### config.mk
export PLATFORM = sky130hd
export DESIGN_NAME = shader_source_lexer_flat
export DESIGN_NICKNAME = d
export VERILOG_FILES = /design/src/hw/rtl/slx_pkg.sv /design/src/hw/rtl/slx_in_if.sv /design/src/hw/rtl/slx_out_if.sv /design/src/hw/rtl/slx_front.sv /design/src/hw/rtl/slx_queue.sv /design/src/hw/rtl/slx_back.sv /design/src/hw/rtl/shader_source_lexer.sv /design/src/flat_wrapper.sv
export SDC_FILE = /design/constraint.sdc
export NUM_CORES = 2
export LEC_CHECK = 0
export BUFFER_PORTS_ARGS = -buffer_cell sky130_fd_sc_hd__buf_2
export CAP_MARGIN = 40
export CORE_ASPECT_RATIO = 1.25
export CORE_MARGIN = 2
export CORE_UTILIZATION = 51
export DETAILED_ROUTE_END_ITERATION = 10
export PLACE_DENSITY = 0.67
export SETUP_SLACK_MARGIN = 0.4
export SLEW_MARGIN = 10
export SYNTH_ARGS = -nofsm -noshare
export SYNTH_HDL_FRONTEND = slang
export SYNTH_HIERARCHICAL = 1
export SYNTH_SLANG_ARGS = --single-unit
### constraint.sdc
create_clock -name clk -period 27 [get_ports clk]
set_input_delay 6.75 -clock clk [delete_from_list [all_inputs] [get_ports clk]]
set_output_delay 6.75 -clock clk [all_outputs]
set_load 0.01 [all_outputs]
### src/hw/rtl/slx_pkg.sv
// Shared types, token kind codes and character tables for the shader source lexer.
// No dependencies; the lexer modules import this package, the two interfaces do not.
package slx_pkg;

    localparam int WORD_KEEP = 12;
    localparam int WK_W      = $clog2(WORD_KEEP);
    localparam int NRES      = 22;
    localparam int RES_MAX   = 11;
    localparam int Q_DEPTH   = 4;
    localparam int Q_AW      = $clog2(Q_DEPTH);
    localparam int MAX_TOK   = 4;

    localparam logic [6:0] K_POINT = 7'd26;
    localparam logic [6:0] K_RES0  = 7'd38;
    localparam logic [6:0] K_IDENT = 7'd60;
    localparam logic [6:0] K_SINT  = 7'd61;
    localparam logic [6:0] K_UINT  = 7'd62;
    localparam logic [6:0] K_FLOAT = 7'd63;
    localparam logic [6:0] K_HALF  = 7'd64;
    localparam logic [6:0] K_END   = 7'd65;
    localparam logic [6:0] K_ERROR = 7'd66;

    localparam logic [23:0] LINE_MAX = 24'hFFFFFF;
    localparam logic [15:0] COL_MAX  = 16'hFFFF;
    localparam logic [23:0] OFF_MAX  = 24'hFFFFFF;

    typedef enum logic [3:0] {
        M_IDLE,
        M_SYM,
        M_WORD,
        M_DEC,
        M_HEXPFX,
        M_HEX,
        M_DOT,
        M_FRAC
    } lex_mode_t;

    typedef logic [WORD_KEEP-1:0][7:0] wchars_t;

    typedef struct packed {
        logic [6:0]  kind;
        logic [23:0] line;
        logic [15:0] col;
        logic [23:0] off;
        logic [7:0]  len;
        logic        big;
        logic        is_int;
    } tok_t;

    typedef struct packed {
        tok_t [MAX_TOK-1:0] tk;
        logic [2:0]         cnt;
        logic [63:0]        value;
    } grp_t;

    localparam logic [8*RES_MAX-1:0] RES_STR [NRES] = '{
        "uniform", "in", "out", "inout", "const", "true", "false", "if", "else",
        "for", "continue", "break", "return", "discard", "buffer", "shared",
        "image2D", "readonly", "writeonly", "numthreads", "struct", {"force_", "highp"}};

    localparam int RES_LEN [NRES] = '{
        7, 2, 3, 5, 5, 4, 5, 2, 4, 3, 8, 5, 6, 7, 6, 6, 7, 8, 9, 10, 6, 11};

    function automatic logic [6:0] sym1(logic [7:0] c);
        logic [6:0] k;
        case (c)
            ";":     k = 7'd16;
            "(":     k = 7'd17;
            ")":     k = 7'd18;
            "{":     k = 7'd19;
            "}":     k = 7'd20;
            "[":     k = 7'd21;
            "]":     k = 7'd22;
            "<":     k = 7'd23;
            ">":     k = 7'd24;
            "=":     k = 7'd25;
            ".":     k = K_POINT;
            ",":     k = 7'd27;
            "+":     k = 7'd28;
            "-":     k = 7'd29;
            "*":     k = 7'd30;
            "/":     k = 7'd31;
            "%":     k = 7'd32;
            "&":     k = 7'd33;
            "|":     k = 7'd34;
            ":":     k = 7'd35;
            "?":     k = 7'd36;
            "!":     k = 7'd37;
            default: k = K_ERROR;
        endcase
        return k;
    endfunction

    function automatic logic [6:0] sym2(logic [7:0] a, logic [7:0] b);
        logic [6:0] k;
        case ({a, b})
            "<=":    k = 7'd2;
            ">=":    k = 7'd3;
            "==":    k = 7'd4;
            "!=":    k = 7'd5;
            "<<":    k = 7'd6;
            ">>":    k = 7'd7;
            "||":    k = 7'd8;
            "&&":    k = 7'd9;
            "+=":    k = 7'd10;
            "-=":    k = 7'd11;
            "*=":    k = 7'd12;
            "/=":    k = 7'd13;
            "++":    k = 7'd14;
            "--":    k = 7'd15;
            default: k = K_ERROR;
        endcase
        return k;
    endfunction

    function automatic logic [6:0] sym3(logic [7:0] a, logic [7:0] b, logic [7:0] c);
        logic [6:0] k;
        case ({a, b, c})
            "<<=":   k = 7'd0;
            ">>=":   k = 7'd1;
            default: k = K_ERROR;
        endcase
        return k;
    endfunction

    function automatic logic longer1(logic [7:0] c);
        return c inside {"<", ">", "=", "!", "|", "&", "+", "-", "*", "/"};
    endfunction

    function automatic logic longer2(logic [7:0] a, logic [7:0] b);
        return ({a, b} == "<<") || ({a, b} == ">>");
    endfunction

    function automatic logic is_digit(logic [7:0] c);
        return c inside {["0":"9"]};
    endfunction

    function automatic logic is_alpha(logic [7:0] c);
        return c inside {["a":"z"], ["A":"Z"]};
    endfunction

    function automatic logic is_word(logic [7:0] c);
        return is_alpha(c) || is_digit(c) || (c == "_");
    endfunction

    function automatic logic is_hex(logic [7:0] c);
        return c inside {["0":"9"], ["a":"f"], ["A":"F"]};
    endfunction

    function automatic logic [3:0] hex_val(logic [7:0] c);
        logic [7:0] v;
        if (is_digit(c))
            v = c - 8'd48;
        else if (c inside {["a":"f"]})
            v = c - 8'd87;
        else
            v = c - 8'd55;
        return v[3:0];
    endfunction

    function automatic logic [7:0] inc8(logic [7:0] x, logic [1:0] d);
        logic [8:0] s;
        s = {1'b0, x} + {7'd0, d};
        return s[8] ? 8'hFF : s[7:0];
    endfunction

    function automatic logic [6:0] word_kind(wchars_t w, logic [7:0] len);
        logic [6:0]           k;
        logic                 m;
        logic [8*RES_MAX-1:0] s;
        k = K_IDENT;
        for (int i = 0; i < NRES; i++)
        begin
            if (len == 8'(RES_LEN[i]) && k == K_IDENT)
            begin
                m = 1'b1;
                s = RES_STR[i] << (8 * (RES_MAX - RES_LEN[i]));
                for (int j = 0; j < RES_MAX; j++)
                begin
                    if (j < RES_LEN[i])
                    begin
                        if (w[j] != s[8*(RES_MAX-1-j) +: 8])
                            m = 1'b0;
                    end
                end
                if (m)
                    k = K_RES0 + 7'(i);
            end
        end
        return k;
    endfunction

    function automatic tok_t mk(logic [6:0] kind, logic [23:0] line, logic [15:0] col,
                                logic [23:0] off, logic [7:0] len, logic big,
                                logic is_int);
        tok_t t;
        t.kind   = kind;
        t.line   = line;
        t.col    = col;
        t.off    = off;
        t.len    = len;
        t.big    = big;
        t.is_int = is_int;
        return t;
    endfunction

endpackage

### src/hw/rtl/slx_in_if.sv
// Byte input channel of the lexer: valid/ready handshake with one source byte.
// No dependencies.
interface slx_in_if;
    logic       valid;
    logic       ready;
    logic [7:0] ch;
    logic       final_byte;

    modport source (output valid, ch, final_byte, input ready);
    modport sink (input valid, ch, final_byte, output ready);
endinterface

### src/hw/rtl/slx_out_if.sv
// Token output channel of the lexer: valid/ready handshake with one token record.
// No dependencies.
interface slx_out_if;
    logic        valid;
    logic        ready;
    logic [6:0]  kind;
    logic [23:0] start_line;
    logic [15:0] start_column;
    logic [23:0] start_offset;
    logic [7:0]  token_length;
    logic [63:0] lit_value;
    logic        too_large_signed;
    logic        run_end;

    modport source (output valid, kind, start_line, start_column, start_offset,
                    token_length, lit_value, too_large_signed, run_end,
                    input ready);
    modport sink (input valid, kind, start_line, start_column, start_offset,
                  token_length, lit_value, too_large_signed, run_end,
                  output ready);
endinterface

### src/hw/rtl/slx_front.sv
// Lexer front end: takes one byte per word, runs the scanner state and builds
// the group of tokens that byte completes. Depends on slx_pkg and slx_in_if.
module slx_front (
    input  logic          clk,
    input  logic          rst_n,
    slx_in_if.sink        byte_in,
    input  logic          q_full,
    output logic          push,
    output slx_pkg::grp_t push_grp
);
    import slx_pkg::*;

    lex_mode_t   mode_reg, mode_next;
    logic [7:0]  held0_reg, held0_next, held1_reg, held1_next;
    logic [1:0]  hc_reg, hc_next;
    logic [23:0] cline_reg, cline_next, coff_reg, coff_next;
    logic [15:0] ccol_reg, ccol_next;
    logic [23:0] tline_reg, tline_next, toff_reg, toff_next;
    logic [15:0] tcol_reg, tcol_next;
    logic [7:0]  tlen_reg, tlen_next;
    logic [63:0] acc_reg, acc_next;
    wchars_t     wc_reg, wc_next;
    logic        halted_reg, halted_next;
    logic        accept;

    assign byte_in.ready = !q_full;
    assign accept        = byte_in.valid && !q_full;
    assign push          = accept && (push_grp.cnt != 3'd0);

    always_comb
    begin
        logic [7:0]  c;
        logic        fin, redo;
        logic [6:0]  k;
        logic [67:0] prod;
        tok_t [MAX_TOK-1:0] tk;
        logic [2:0]  cnt;
        logic [63:0] val;

        c    = byte_in.ch;
        fin  = byte_in.final_byte;
        redo = 1'b0;
        tk   = '0;
        cnt  = 3'd0;
        val  = '0;
        k    = K_ERROR;
        prod = '0;

        mode_next   = mode_reg;
        held0_next  = held0_reg;
        held1_next  = held1_reg;
        hc_next     = hc_reg;
        cline_next  = cline_reg;
        ccol_next   = ccol_reg;
        coff_next   = coff_reg;
        tline_next  = tline_reg;
        tcol_next   = tcol_reg;
        toff_next   = toff_reg;
        tlen_next   = tlen_reg;
        acc_next    = acc_reg;
        wc_next     = wc_reg;
        halted_next = halted_reg;

        if (!halted_reg)
        begin
            case (mode_reg)
                M_SYM:
                begin
                    if (hc_reg != 2'd2 && longer2(held0_reg, c))
                    begin
                        held1_next = c;
                        hc_next    = 2'd2;
                        tlen_next  = 8'd2;
                    end
                    else
                    begin
                        mode_next = M_IDLE;
                        hc_next   = 2'd0;
                        k = (hc_reg == 2'd2) ? sym3(held0_reg, held1_reg, c)
                                             : sym2(held0_reg, c);
                        if (k != K_ERROR)
                        begin
                            tk[cnt[1:0]] = mk(k, tline_reg, tcol_reg, toff_reg,
                                              (hc_reg == 2'd2) ? 8'd3 : 8'd2, 1'b0, 1'b0);
                            cnt = cnt + 3'd1;
                        end
                        else
                        begin
                            k = (hc_reg == 2'd2) ? sym2(held0_reg, held1_reg)
                                                 : sym1(held0_reg);
                            tk[cnt[1:0]] = mk(k, tline_reg, tcol_reg, toff_reg,
                                              (hc_reg == 2'd2) ? 8'd2 : 8'd1, 1'b0, 1'b0);
                            cnt  = cnt + 3'd1;
                            redo = 1'b1;
                        end
                    end
                end
                M_WORD:
                begin
                    if (is_word(c))
                    begin
                        if (tlen_reg < 8'(WORD_KEEP))
                            wc_next[tlen_reg[WK_W-1:0]] = c;
                        tlen_next = inc8(tlen_reg, 2'd1);
                    end
                    else
                    begin
                        tk[cnt[1:0]] = mk(word_kind(wc_reg, tlen_reg), tline_reg, tcol_reg,
                                          toff_reg, tlen_reg, 1'b0, 1'b0);
                        cnt       = cnt + 3'd1;
                        mode_next = M_IDLE;
                        redo      = 1'b1;
                    end
                end
                M_DEC:
                begin
                    if (is_digit(c))
                    begin
                        prod = ({4'd0, acc_reg} << 3) + ({4'd0, acc_reg} << 1)
                             + {64'd0, c[3:0]};
                        acc_next  = (prod[67:64] != 4'd0) ? '1 : prod[63:0];
                        tlen_next = inc8(tlen_reg, 2'd1);
                    end
                    else if (c == ".")
                        mode_next = M_DOT;
                    else if (c == "u" || c == "U")
                    begin
                        tk[cnt[1:0]] = mk(K_UINT, tline_reg, tcol_reg, toff_reg,
                                          inc8(tlen_reg, 2'd1), 1'b0, 1'b1);
                        cnt       = cnt + 3'd1;
                        val       = acc_reg;
                        mode_next = M_IDLE;
                    end
                    else if ((c == "x" || c == "X") && tlen_reg == 8'd1 && acc_reg == '0)
                    begin
                        tlen_next = 8'd2;
                        mode_next = M_HEXPFX;
                    end
                    else
                    begin
                        tk[cnt[1:0]] = mk(K_SINT, tline_reg, tcol_reg, toff_reg, tlen_reg,
                                          acc_reg[63:31] != '0, 1'b1);
                        cnt       = cnt + 3'd1;
                        val       = acc_reg;
                        mode_next = M_IDLE;
                        redo      = 1'b1;
                    end
                end
                M_HEXPFX:
                begin
                    if (is_hex(c))
                    begin
                        acc_next  = {60'd0, hex_val(c)};
                        tlen_next = 8'd3;
                        mode_next = M_HEX;
                    end
                    else
                    begin
                        tk[cnt[1:0]] = mk(K_ERROR, tline_reg, tcol_reg, toff_reg,
                                          8'd0, 1'b0, 1'b0);
                        cnt = cnt + 3'd1;
                        tk[cnt[1:0]] = mk(K_END, tline_reg, tcol_reg, toff_reg,
                                          8'd0, 1'b0, 1'b0);
                        cnt         = cnt + 3'd1;
                        halted_next = 1'b1;
                        mode_next   = M_IDLE;
                        hc_next     = 2'd0;
                    end
                end
                M_HEX:
                begin
                    if (is_hex(c))
                    begin
                        acc_next  = (acc_reg[63:60] != 4'd0) ? '1
                                  : {acc_reg[59:0], hex_val(c)};
                        tlen_next = inc8(tlen_reg, 2'd1);
                    end
                    else if (c == "u" || c == "U")
                    begin
                        tk[cnt[1:0]] = mk(K_UINT, tline_reg, tcol_reg, toff_reg,
                                          inc8(tlen_reg, 2'd1), 1'b0, 1'b1);
                        cnt       = cnt + 3'd1;
                        val       = acc_reg;
                        mode_next = M_IDLE;
                    end
                    else
                    begin
                        tk[cnt[1:0]] = mk(K_SINT, tline_reg, tcol_reg, toff_reg, tlen_reg,
                                          acc_reg[63:31] != '0, 1'b1);
                        cnt       = cnt + 3'd1;
                        val       = acc_reg;
                        mode_next = M_IDLE;
                        redo      = 1'b1;
                    end
                end
                M_DOT:
                begin
                    if (is_digit(c))
                    begin
                        tlen_next = inc8(tlen_reg, 2'd2);
                        mode_next = M_FRAC;
                    end
                    else
                    begin
                        tk[cnt[1:0]] = mk(K_SINT, tline_reg, tcol_reg, toff_reg, tlen_reg,
                                          acc_reg[63:31] != '0, 1'b1);
                        cnt = cnt + 3'd1;
                        val = acc_reg;
                        tk[cnt[1:0]] = mk(K_POINT, cline_reg,
                                          (ccol_reg > 16'd1) ? ccol_reg - 16'd1 : 16'd1,
                                          (coff_reg > 24'd0) ? coff_reg - 24'd1 : 24'd0,
                                          8'd1, 1'b0, 1'b0);
                        cnt       = cnt + 3'd1;
                        mode_next = M_IDLE;
                        redo      = 1'b1;
                    end
                end
                M_FRAC:
                begin
                    if (is_digit(c))
                        tlen_next = inc8(tlen_reg, 2'd1);
                    else
                    begin
                        mode_next = M_IDLE;
                        if (c == "h")
                        begin
                            tk[cnt[1:0]] = mk(K_HALF, tline_reg, tcol_reg, toff_reg,
                                              inc8(tlen_reg, 2'd1), 1'b0, 1'b0);
                            cnt = cnt + 3'd1;
                        end
                        else
                        begin
                            tk[cnt[1:0]] = mk(K_FLOAT, tline_reg, tcol_reg, toff_reg,
                                              tlen_reg, 1'b0, 1'b0);
                            cnt  = cnt + 3'd1;
                            redo = 1'b1;
                        end
                    end
                end
                default:
                begin
                    mode_next = M_IDLE;
                end
            endcase

            if (mode_reg == M_IDLE || redo)
            begin
                mode_next = M_IDLE;
                if (c inside {" ", 8'h09, 8'h0D, 8'h0A})
                begin
                end
                else if (longer1(c))
                begin
                    held0_next = c;
                    hc_next    = 2'd1;
                    tline_next = cline_reg;
                    tcol_next  = ccol_reg;
                    toff_next  = coff_reg;
                    tlen_next  = 8'd1;
                    mode_next  = M_SYM;
                end
                else if (sym1(c) != K_ERROR)
                begin
                    tk[cnt[1:0]] = mk(sym1(c), cline_reg, ccol_reg, coff_reg,
                                      8'd1, 1'b0, 1'b0);
                    cnt = cnt + 3'd1;
                end
                else if (is_alpha(c) || c == "_")
                begin
                    wc_next[0] = c;
                    tline_next = cline_reg;
                    tcol_next  = ccol_reg;
                    toff_next  = coff_reg;
                    tlen_next  = 8'd1;
                    mode_next  = M_WORD;
                end
                else if (is_digit(c))
                begin
                    acc_next   = {60'd0, c[3:0]};
                    tline_next = cline_reg;
                    tcol_next  = ccol_reg;
                    toff_next  = coff_reg;
                    tlen_next  = 8'd1;
                    mode_next  = M_DEC;
                end
                else
                begin
                    tk[cnt[1:0]] = mk(K_ERROR, cline_reg, ccol_reg, coff_reg,
                                      8'd0, 1'b0, 1'b0);
                    cnt = cnt + 3'd1;
                    tk[cnt[1:0]] = mk(K_END, cline_reg, ccol_reg, coff_reg,
                                      8'd0, 1'b0, 1'b0);
                    cnt         = cnt + 3'd1;
                    halted_next = 1'b1;
                    hc_next     = 2'd0;
                end
            end

            // advance position
            if (coff_reg != OFF_MAX)
                coff_next = coff_reg + 24'd1;
            if (c == 8'h0A)
            begin
                if (cline_reg != LINE_MAX)
                    cline_next = cline_reg + 24'd1;
                ccol_next = 16'd1;
            end
            else if (ccol_reg != COL_MAX)
                ccol_next = ccol_reg + 16'd1;

            // flush pending token at end of text
            if (fin && !halted_next)
            begin
                case (mode_next)
                    M_SYM:
                    begin
                        k = (hc_next == 2'd2) ? sym2(held0_next, held1_next)
                                              : sym1(held0_next);
                        tk[cnt[1:0]] = mk(k, tline_next, tcol_next, toff_next,
                                          (hc_next == 2'd2) ? 8'd2 : 8'd1, 1'b0, 1'b0);
                        cnt = cnt + 3'd1;
                    end
                    M_WORD:
                    begin
                        tk[cnt[1:0]] = mk(word_kind(wc_next, tlen_next), tline_next,
                                          tcol_next, toff_next, tlen_next, 1'b0, 1'b0);
                        cnt = cnt + 3'd1;
                    end
                    M_DEC, M_HEX:
                    begin
                        tk[cnt[1:0]] = mk(K_SINT, tline_next, tcol_next, toff_next,
                                          tlen_next, acc_next[63:31] != '0, 1'b1);
                        cnt = cnt + 3'd1;
                        val = acc_next;
                    end
                    M_HEXPFX:
                    begin
                        tk[cnt[1:0]] = mk(K_ERROR, tline_next, tcol_next, toff_next,
                                          8'd0, 1'b0, 1'b0);
                        cnt = cnt + 3'd1;
                        halted_next = 1'b1;
                    end
                    M_DOT:
                    begin
                        tk[cnt[1:0]] = mk(K_SINT, tline_next, tcol_next, toff_next,
                                          tlen_next, acc_next[63:31] != '0, 1'b1);
                        cnt = cnt + 3'd1;
                        val = acc_next;
                        tk[cnt[1:0]] = mk(K_POINT, cline_next,
                                          (ccol_next > 16'd1) ? ccol_next - 16'd1 : 16'd1,
                                          (coff_next > 24'd0) ? coff_next - 24'd1 : 24'd0,
                                          8'd1, 1'b0, 1'b0);
                        cnt = cnt + 3'd1;
                    end
                    M_FRAC:
                    begin
                        tk[cnt[1:0]] = mk(K_FLOAT, tline_next, tcol_next, toff_next,
                                          tlen_next, 1'b0, 1'b0);
                        cnt = cnt + 3'd1;
                    end
                    default:
                    begin
                    end
                endcase
                if (mode_next == M_HEXPFX)
                begin
                    tk[cnt[1:0]] = mk(K_END, tline_next, tcol_next, toff_next,
                                      8'd0, 1'b0, 1'b0);
                end
                else
                begin
                    tk[cnt[1:0]] = mk(K_END, cline_next, ccol_next, coff_next,
                                      8'd0, 1'b0, 1'b0);
                end
                cnt       = cnt + 3'd1;
                mode_next = M_IDLE;
                hc_next   = 2'd0;
            end
        end

        if (fin)
        begin
            mode_next   = M_IDLE;
            hc_next     = 2'd0;
            cline_next  = 24'd1;
            ccol_next   = 16'd1;
            coff_next   = 24'd0;
            tline_next  = 24'd1;
            tcol_next   = 16'd1;
            toff_next   = 24'd0;
            tlen_next   = 8'd0;
            acc_next    = '0;
            halted_next = 1'b0;
        end

        push_grp.tk    = tk;
        push_grp.cnt   = cnt;
        push_grp.value = val;
    end

    always_ff @(posedge clk or negedge rst_n)
    begin
        if (!rst_n)
        begin
            mode_reg   <= M_IDLE;
            held0_reg  <= '0;
            held1_reg  <= '0;
            hc_reg     <= '0;
            cline_reg  <= 24'd1;
            ccol_reg   <= 16'd1;
            coff_reg   <= '0;
            tline_reg  <= 24'd1;
            tcol_reg   <= 16'd1;
            toff_reg   <= '0;
            tlen_reg   <= '0;
            acc_reg    <= '0;
            halted_reg <= 1'b0;
        end
        else if (accept)
        begin
            mode_reg   <= mode_next;
            held0_reg  <= held0_next;
            held1_reg  <= held1_next;
            hc_reg     <= hc_next;
            cline_reg  <= cline_next;
            ccol_reg   <= ccol_next;
            coff_reg   <= coff_next;
            tline_reg  <= tline_next;
            tcol_reg   <= tcol_next;
            toff_reg   <= toff_next;
            tlen_reg   <= tlen_next;
            acc_reg    <= acc_next;
            halted_reg <= halted_next;
        end
    end

    always_ff @(posedge clk)
    begin
        if (accept)
            wc_reg <= wc_next;
    end

endmodule

### src/hw/rtl/slx_queue.sv
// Short queue of token groups between the lexer front end and the token sender.
// Depends on slx_pkg.
module slx_queue (
    input  logic          clk,
    input  logic          rst_n,
    input  logic          push,
    input  slx_pkg::grp_t push_grp,
    output logic          full,
    input  logic          pop,
    output logic          head_valid,
    output slx_pkg::grp_t head_grp
);
    import slx_pkg::*;

    grp_t              mem [Q_DEPTH];
    logic [Q_AW-1:0]   wr_reg, wr_next, rd_reg, rd_next;
    logic [Q_AW:0]     cnt_reg, cnt_next;

    assign full       = cnt_reg == (Q_AW+1)'(Q_DEPTH);
    assign head_valid = cnt_reg != '0;
    assign head_grp   = mem[rd_reg];

    always_comb
    begin
        wr_next  = push ? wr_reg + 1'b1 : wr_reg;
        rd_next  = pop ? rd_reg + 1'b1 : rd_reg;
        cnt_next = cnt_reg + (Q_AW+1)'(push) - (Q_AW+1)'(pop);
    end

    always_ff @(posedge clk or negedge rst_n)
    begin
        if (!rst_n)
        begin
            wr_reg  <= '0;
            rd_reg  <= '0;
            cnt_reg <= '0;
        end
        else
        begin
            wr_reg  <= wr_next;
            rd_reg  <= rd_next;
            cnt_reg <= cnt_next;
        end
    end

    always_ff @(posedge clk)
    begin
        if (push)
            mem[wr_reg] <= push_grp;
    end

endmodule

### src/hw/rtl/slx_back.sv
// Token sender: walks the head group one token per word into the output register.
// Depends on slx_pkg and slx_out_if.
module slx_back (
    input  logic          clk,
    input  logic          rst_n,
    input  logic          head_valid,
    input  slx_pkg::grp_t head_grp,
    output logic          pop,
    slx_out_if.source     tok_out
);
    import slx_pkg::*;

    logic [1:0] idx_reg, idx_next;
    logic       ov_reg;
    logic       load, last;
    tok_t       t;

    assign t    = head_grp.tk[idx_reg];
    assign last = ({1'b0, idx_reg} + 3'd1) == head_grp.cnt;
    assign load = head_valid && (!ov_reg || tok_out.ready);
    assign pop  = load && last;

    always_comb
    begin
        idx_next = idx_reg;
        if (load)
            idx_next = last ? 2'd0 : idx_reg + 2'd1;
    end

    assign tok_out.valid = ov_reg;

    always_ff @(posedge clk or negedge rst_n)
    begin
        if (!rst_n)
        begin
            idx_reg <= '0;
            ov_reg  <= 1'b0;
        end
        else
        begin
            idx_reg <= idx_next;
            if (load)
                ov_reg <= 1'b1;
            else if (tok_out.ready)
                ov_reg <= 1'b0;
        end
    end

    always_ff @(posedge clk)
    begin
        if (load)
        begin
            tok_out.kind             <= t.kind;
            tok_out.start_line       <= t.line;
            tok_out.start_column     <= t.col;
            tok_out.start_offset     <= t.off;
            tok_out.token_length     <= t.len;
            tok_out.lit_value        <= t.is_int ? head_grp.value : 64'd0;
            tok_out.too_large_signed <= t.big;
            tok_out.run_end          <= last;
        end
    end

endmodule

### src/hw/rtl/shader_source_lexer.sv
// Shader source lexer top level: front end, group queue and token sender.
// Depends on slx_pkg, slx_in_if, slx_out_if, slx_front, slx_queue, slx_back.
//
//   port      dir   word
//   byte_in   in    one source byte, final_byte marks end of text
//   tok_out   out   one token record, run_end marks last token of a byte
//
// A byte is taken every cycle while the group queue has room; its tokens
// (zero to four) leave one per cycle from the output register while tok_out
// is ready, so the rate is one byte per cycle while bytes yield at most one
// token each; the sender sets the rest. Output stalls fill the four-entry
// queue, then stall input. Reset clears all control state.
module shader_source_lexer (
    input  logic      clk,
    input  logic      rst_n,
    slx_in_if.sink    byte_in,
    slx_out_if.source tok_out
);
    import slx_pkg::*;

    logic q_push, q_full, q_pop, q_head_valid;
    grp_t q_push_grp, q_head_grp;

    slx_front u_front (
        .clk      (clk),
        .rst_n    (rst_n),
        .byte_in  (byte_in),
        .q_full   (q_full),
        .push     (q_push),
        .push_grp (q_push_grp)
    );

    slx_queue u_queue (
        .clk        (clk),
        .rst_n      (rst_n),
        .push       (q_push),
        .push_grp   (q_push_grp),
        .full       (q_full),
        .pop        (q_pop),
        .head_valid (q_head_valid),
        .head_grp   (q_head_grp)
    );

    slx_back u_back (
        .clk        (clk),
        .rst_n      (rst_n),
        .head_valid (q_head_valid),
        .head_grp   (q_head_grp),
        .pop        (q_pop),
        .tok_out    (tok_out)
    );

    a_push_room: assert property (@(posedge clk) disable iff (!rst_n)
        q_push |-> !q_full)
        else $error("push into full queue");

    a_pop_head: assert property (@(posedge clk) disable iff (!rst_n)
        q_pop |-> q_head_valid)
        else $error("pop from empty queue");

    a_grp_count: assert property (@(posedge clk) disable iff (!rst_n)
        q_head_valid |-> (q_head_grp.cnt != 3'd0) && (q_head_grp.cnt <= 3'd4))
        else $error("bad token count in queued group");

    a_kind_range: assert property (@(posedge clk) disable iff (!rst_n)
        tok_out.valid |-> tok_out.kind <= K_ERROR)
        else $error("token kind out of range");

endmodule
### src/flat_wrapper.sv
// flat-port wrapper written by rule: the top's interface ports become plain ports
module shader_source_lexer_flat import slx_pkg::*;
  (clk, rst_n, byte_in_valid, byte_in_ch, byte_in_final_byte, byte_in_ready, tok_out_valid, tok_out_kind, tok_out_start_line, tok_out_start_column, tok_out_start_offset, tok_out_token_length, tok_out_lit_value, tok_out_too_large_signed, tok_out_run_end, tok_out_ready);
  slx_in_if byte_in_i ();
  slx_out_if tok_out_i ();
  input  logic clk;
  input  logic rst_n;
  input wire logic [$bits(byte_in_i.valid)-1:0] byte_in_valid;
  input wire logic [$bits(byte_in_i.ch)-1:0] byte_in_ch;
  input wire logic [$bits(byte_in_i.final_byte)-1:0] byte_in_final_byte;
  output wire logic [$bits(byte_in_i.ready)-1:0] byte_in_ready;
  output wire logic [$bits(tok_out_i.valid)-1:0] tok_out_valid;
  output wire logic [$bits(tok_out_i.kind)-1:0] tok_out_kind;
  output wire logic [$bits(tok_out_i.start_line)-1:0] tok_out_start_line;
  output wire logic [$bits(tok_out_i.start_column)-1:0] tok_out_start_column;
  output wire logic [$bits(tok_out_i.start_offset)-1:0] tok_out_start_offset;
  output wire logic [$bits(tok_out_i.token_length)-1:0] tok_out_token_length;
  output wire logic [$bits(tok_out_i.lit_value)-1:0] tok_out_lit_value;
  output wire logic [$bits(tok_out_i.too_large_signed)-1:0] tok_out_too_large_signed;
  output wire logic [$bits(tok_out_i.run_end)-1:0] tok_out_run_end;
  input wire logic [$bits(tok_out_i.ready)-1:0] tok_out_ready;
  assign byte_in_i.valid = byte_in_valid;
  assign byte_in_i.ch = byte_in_ch;
  assign byte_in_i.final_byte = byte_in_final_byte;
  assign byte_in_ready = byte_in_i.ready;
  assign tok_out_valid = tok_out_i.valid;
  assign tok_out_kind = tok_out_i.kind;
  assign tok_out_start_line = tok_out_i.start_line;
  assign tok_out_start_column = tok_out_i.start_column;
  assign tok_out_start_offset = tok_out_i.start_offset;
  assign tok_out_token_length = tok_out_i.token_length;
  assign tok_out_lit_value = tok_out_i.lit_value;
  assign tok_out_too_large_signed = tok_out_i.too_large_signed;
  assign tok_out_run_end = tok_out_i.run_end;
  assign tok_out_i.ready = tok_out_ready;
  shader_source_lexer u_core (.clk(clk), .rst_n(rst_n), .byte_in(byte_in_i), .tok_out(tok_out_i));
endmodule
==> metrics.csv <==
metric;value;unit
slowest CP cell;and2_4;
Least-Margin Pin Slew;1054;ps
Synth async-reset ratio;11.48;%
CTS Buf Count;202;
WL/cell;33.51;µm
P_leak;43.38;nW
Min-Delay Path Class;reg2reg;
flops & latches, synth;2030;
ys flop type;edfxtp_1;
total gr overflow;0;
Design Power;0.01137;W
Util after Layout;56.76;%
first-pass iteration count of the detailed router;11;
Setup TNS;0;ps
dpl hpwl;282200;µm
vias in the first global route;88150;
Setup WS post-layout;10250;ps
unrepaired setup endpoints after global routing;no;
failing checks;design-rule violations;
Syn. warnings;6;
Worst path max stage delay;690;ps
H-tree level count;4;
max reg flops;1564;
number of synthesized flops with an enable pin;1797;
die area;0.2246;mm²
fin crit period;16750;ps
max-cap viol count;0;
syn_area_per_cell;11.65;µm²
Clk Latency, worst-skew pair;950;ps
worst hold path startpoint;u_core/u_front/held1_reg[4];
row count;192;
CTS tree;yes;
drt drc;17;
Worst R2R Start;u_core/u_front/acc_reg[63];
Max Fclk;0.05969;GHz
largest net degree at the start of global routing;163;
GP Congestion;1.031;
fillers;17910;
CP required;27520;ps
fin area;0.1244;mm²
Post-CTS Hold Buffers;0;
Vias/cell;7.180;
CTS max path bufs;4;
Post-DP Area;0.1177;mm²
drt total wl;426700;µm
IO buf count;159;
layout cell share with drive strength beyond 1;12.98;%
top cell type's share of synthesized area;47.92;%
die span in x;424.3;µm
remaining antenna violation count;0;
first-pass GRT wire length;616300;µm
worst setup slack after placement;9631;ps
most common cell after layout, fill and taps aside;edfxtp_1;
top cells by area, synth;edfxtp_1, mux4_1, dfrtp_1, mux4_2, a21oi_1;
CP startpoint kind;input pin;
crit end category;register;
initial antenna violation count;21;
Max Slew Vio Count;0;
Clock transition at path regs;60;ps
dominant cell type by count on the critical path;buf_4;
outcome;finished, violations left;
Setup Crit Path Kind;in2reg;
Synth Cell Area;0.1126;mm²
IO Count;160;
Max FO, Critical Path;53;
starting density of the core;51.39;%
post_cts resized;0;
Final Hold Fails;0;
Layout Skew;109.0;ps
Cell Pwr Density;91.47;mW/mm²
Slew HR;29.74;%
Sink Count;2030;
Die H;529.3;µm
final setup vio count;0;
Setup Fix Bufs, Post-CTS;0;
post-synth top area cell;edfxtp_1;
root buffer cell;clkbuf_16;
Final nets;9846;
sequential cell area;0.05982;mm²
DRT iter0 DRCs;12890;
syn nets;9856;
sequential area share after synthesis;53.11;%
Synth cell types;110;
peak supply drop;103.2;µV
Mapped Cells;9667;
GR Util All Layers;37.30;%
Core Region;0.2191;mm²
Tcrit/Tclk final;62.05;%
area of the multi-input gates;0.04956;mm²
commonest cells after routing, fill and taps aside;edfxtp_1, nor2_1, nand2_1, a21oi_1, o21ai_0;
crit path DAT;17270;ps
Critical Path Source;byte_in_ch[0];
vias after detailed routing;91420;
P&R area growth vs syn;10.44;%
==> routing by layer <==
metal  track usage, %  up-vias  wire length (µm)
met5                0        -                89
met2            58.19     6555            193000
li1                 -    37960                 -
met3            8.501     2141             41340
met1            44.66    44740            149500
met4            29.53       14             42760
==> path summary, 6_finish.rpt <==
kind / endpoint / slack [ps] / depth (start not counted)
hold reg to reg: u_core/u_front/held1_reg[4] / 520 / 1
min in group asynchronous: u_core/u_front/held1_reg[0] / 5880 / 1
setup / recovery: u_core/u_queue/mem[0][17] / 10250 / 29
setup reg to reg: u_core/u_queue/mem[0][17] / 16830 / 25
max in group asynchronous: u_core/u_back/idx_reg[1] / 19750 / 2
hold / removal: u_core/u_front/held1_reg[4] / 520 / 1
==> power breakdown <==
group | total (W) | internal, W | switching, W
clock | 0.00281 | 0.00157 | 0.00124
combinational | 0.00418 | 0.00146 | 0.00272
sequential | 0.00438 | 0.00414 | 0.000241
total | 0.0114 | 0.00717 | 0.00420
==> cell type report <==
| class | count | share of cell area, % |
|---|---|---|
| antenna | 14 | 0.02817 |
| inverter | 113 | 0.3481 |
| tap | 2910 | 2.928 |
| multi-input combinational | 6758 | 39.85 |
| clock inverter | 112 | 0.9458 |
| clock buffer | 244 | 4.226 |
| sequential | 2030 | 48.10 |
| timing repair buffer | 552 | 3.567 |
==> cell usage after synthesis (64+ instances only) <==
master	count
a211oi_1	115
a21o_1	64
a21oi_1	797
a221oi_1	69
a22o_1	99
a22oi_1	128
a31oi_1	112
and2_1	122
and3_1	81
buf_2	87
clkbuf_1	569
dfrtp_1	229
edfxtp_1	1797
ha_1	173
inv_1	103
mux2i_1	121
mux4_1	264
mux4_2	208
nand2_1	858
nand3_1	233
nand4_1	95
nor2_1	884
nor3_1	223
nor4_1	132
o21ai_0	671
o22ai_1	165
xnor2_1	102
==> critical path, delay by kind of cell <==
kind,cells,cell delay (ps)
buffers and inverters,11,4430
AO/OA/AOI/OAI,7,2610
AND/OR/NAND/NOR,5,1450
adder cells (fa/ha/maj),4,1270
XOR/XNOR,2,480
==> cell families after synthesis <==
| logic type | count (synthesis) | synth area share (%) |
|---|---|---|
| DFF | 2030 | 53.11 |
| buffers and inverters | 879 | 3.354 |
| muxes | 653 | 12.00 |
| xor gates and xnor gates | 163 | 1.268 |
| AOI/OAI and AO/OA | 2718 | 15.27 |
| adders and majority gates | 176 | 1.976 |
| and+or+nand+nor | 3048 | 13.03 |
==> through the flow <==
step	std cells	hold slack, ps
final	12730	517.6
after global routing	12720	559.6
after CTS	12700	518.0
after detailed placement	12340	503.5
after global placement	12240	483.8
after floorplan	9667	456.1
Note: power is estimated with default switching activity, not from simulation.
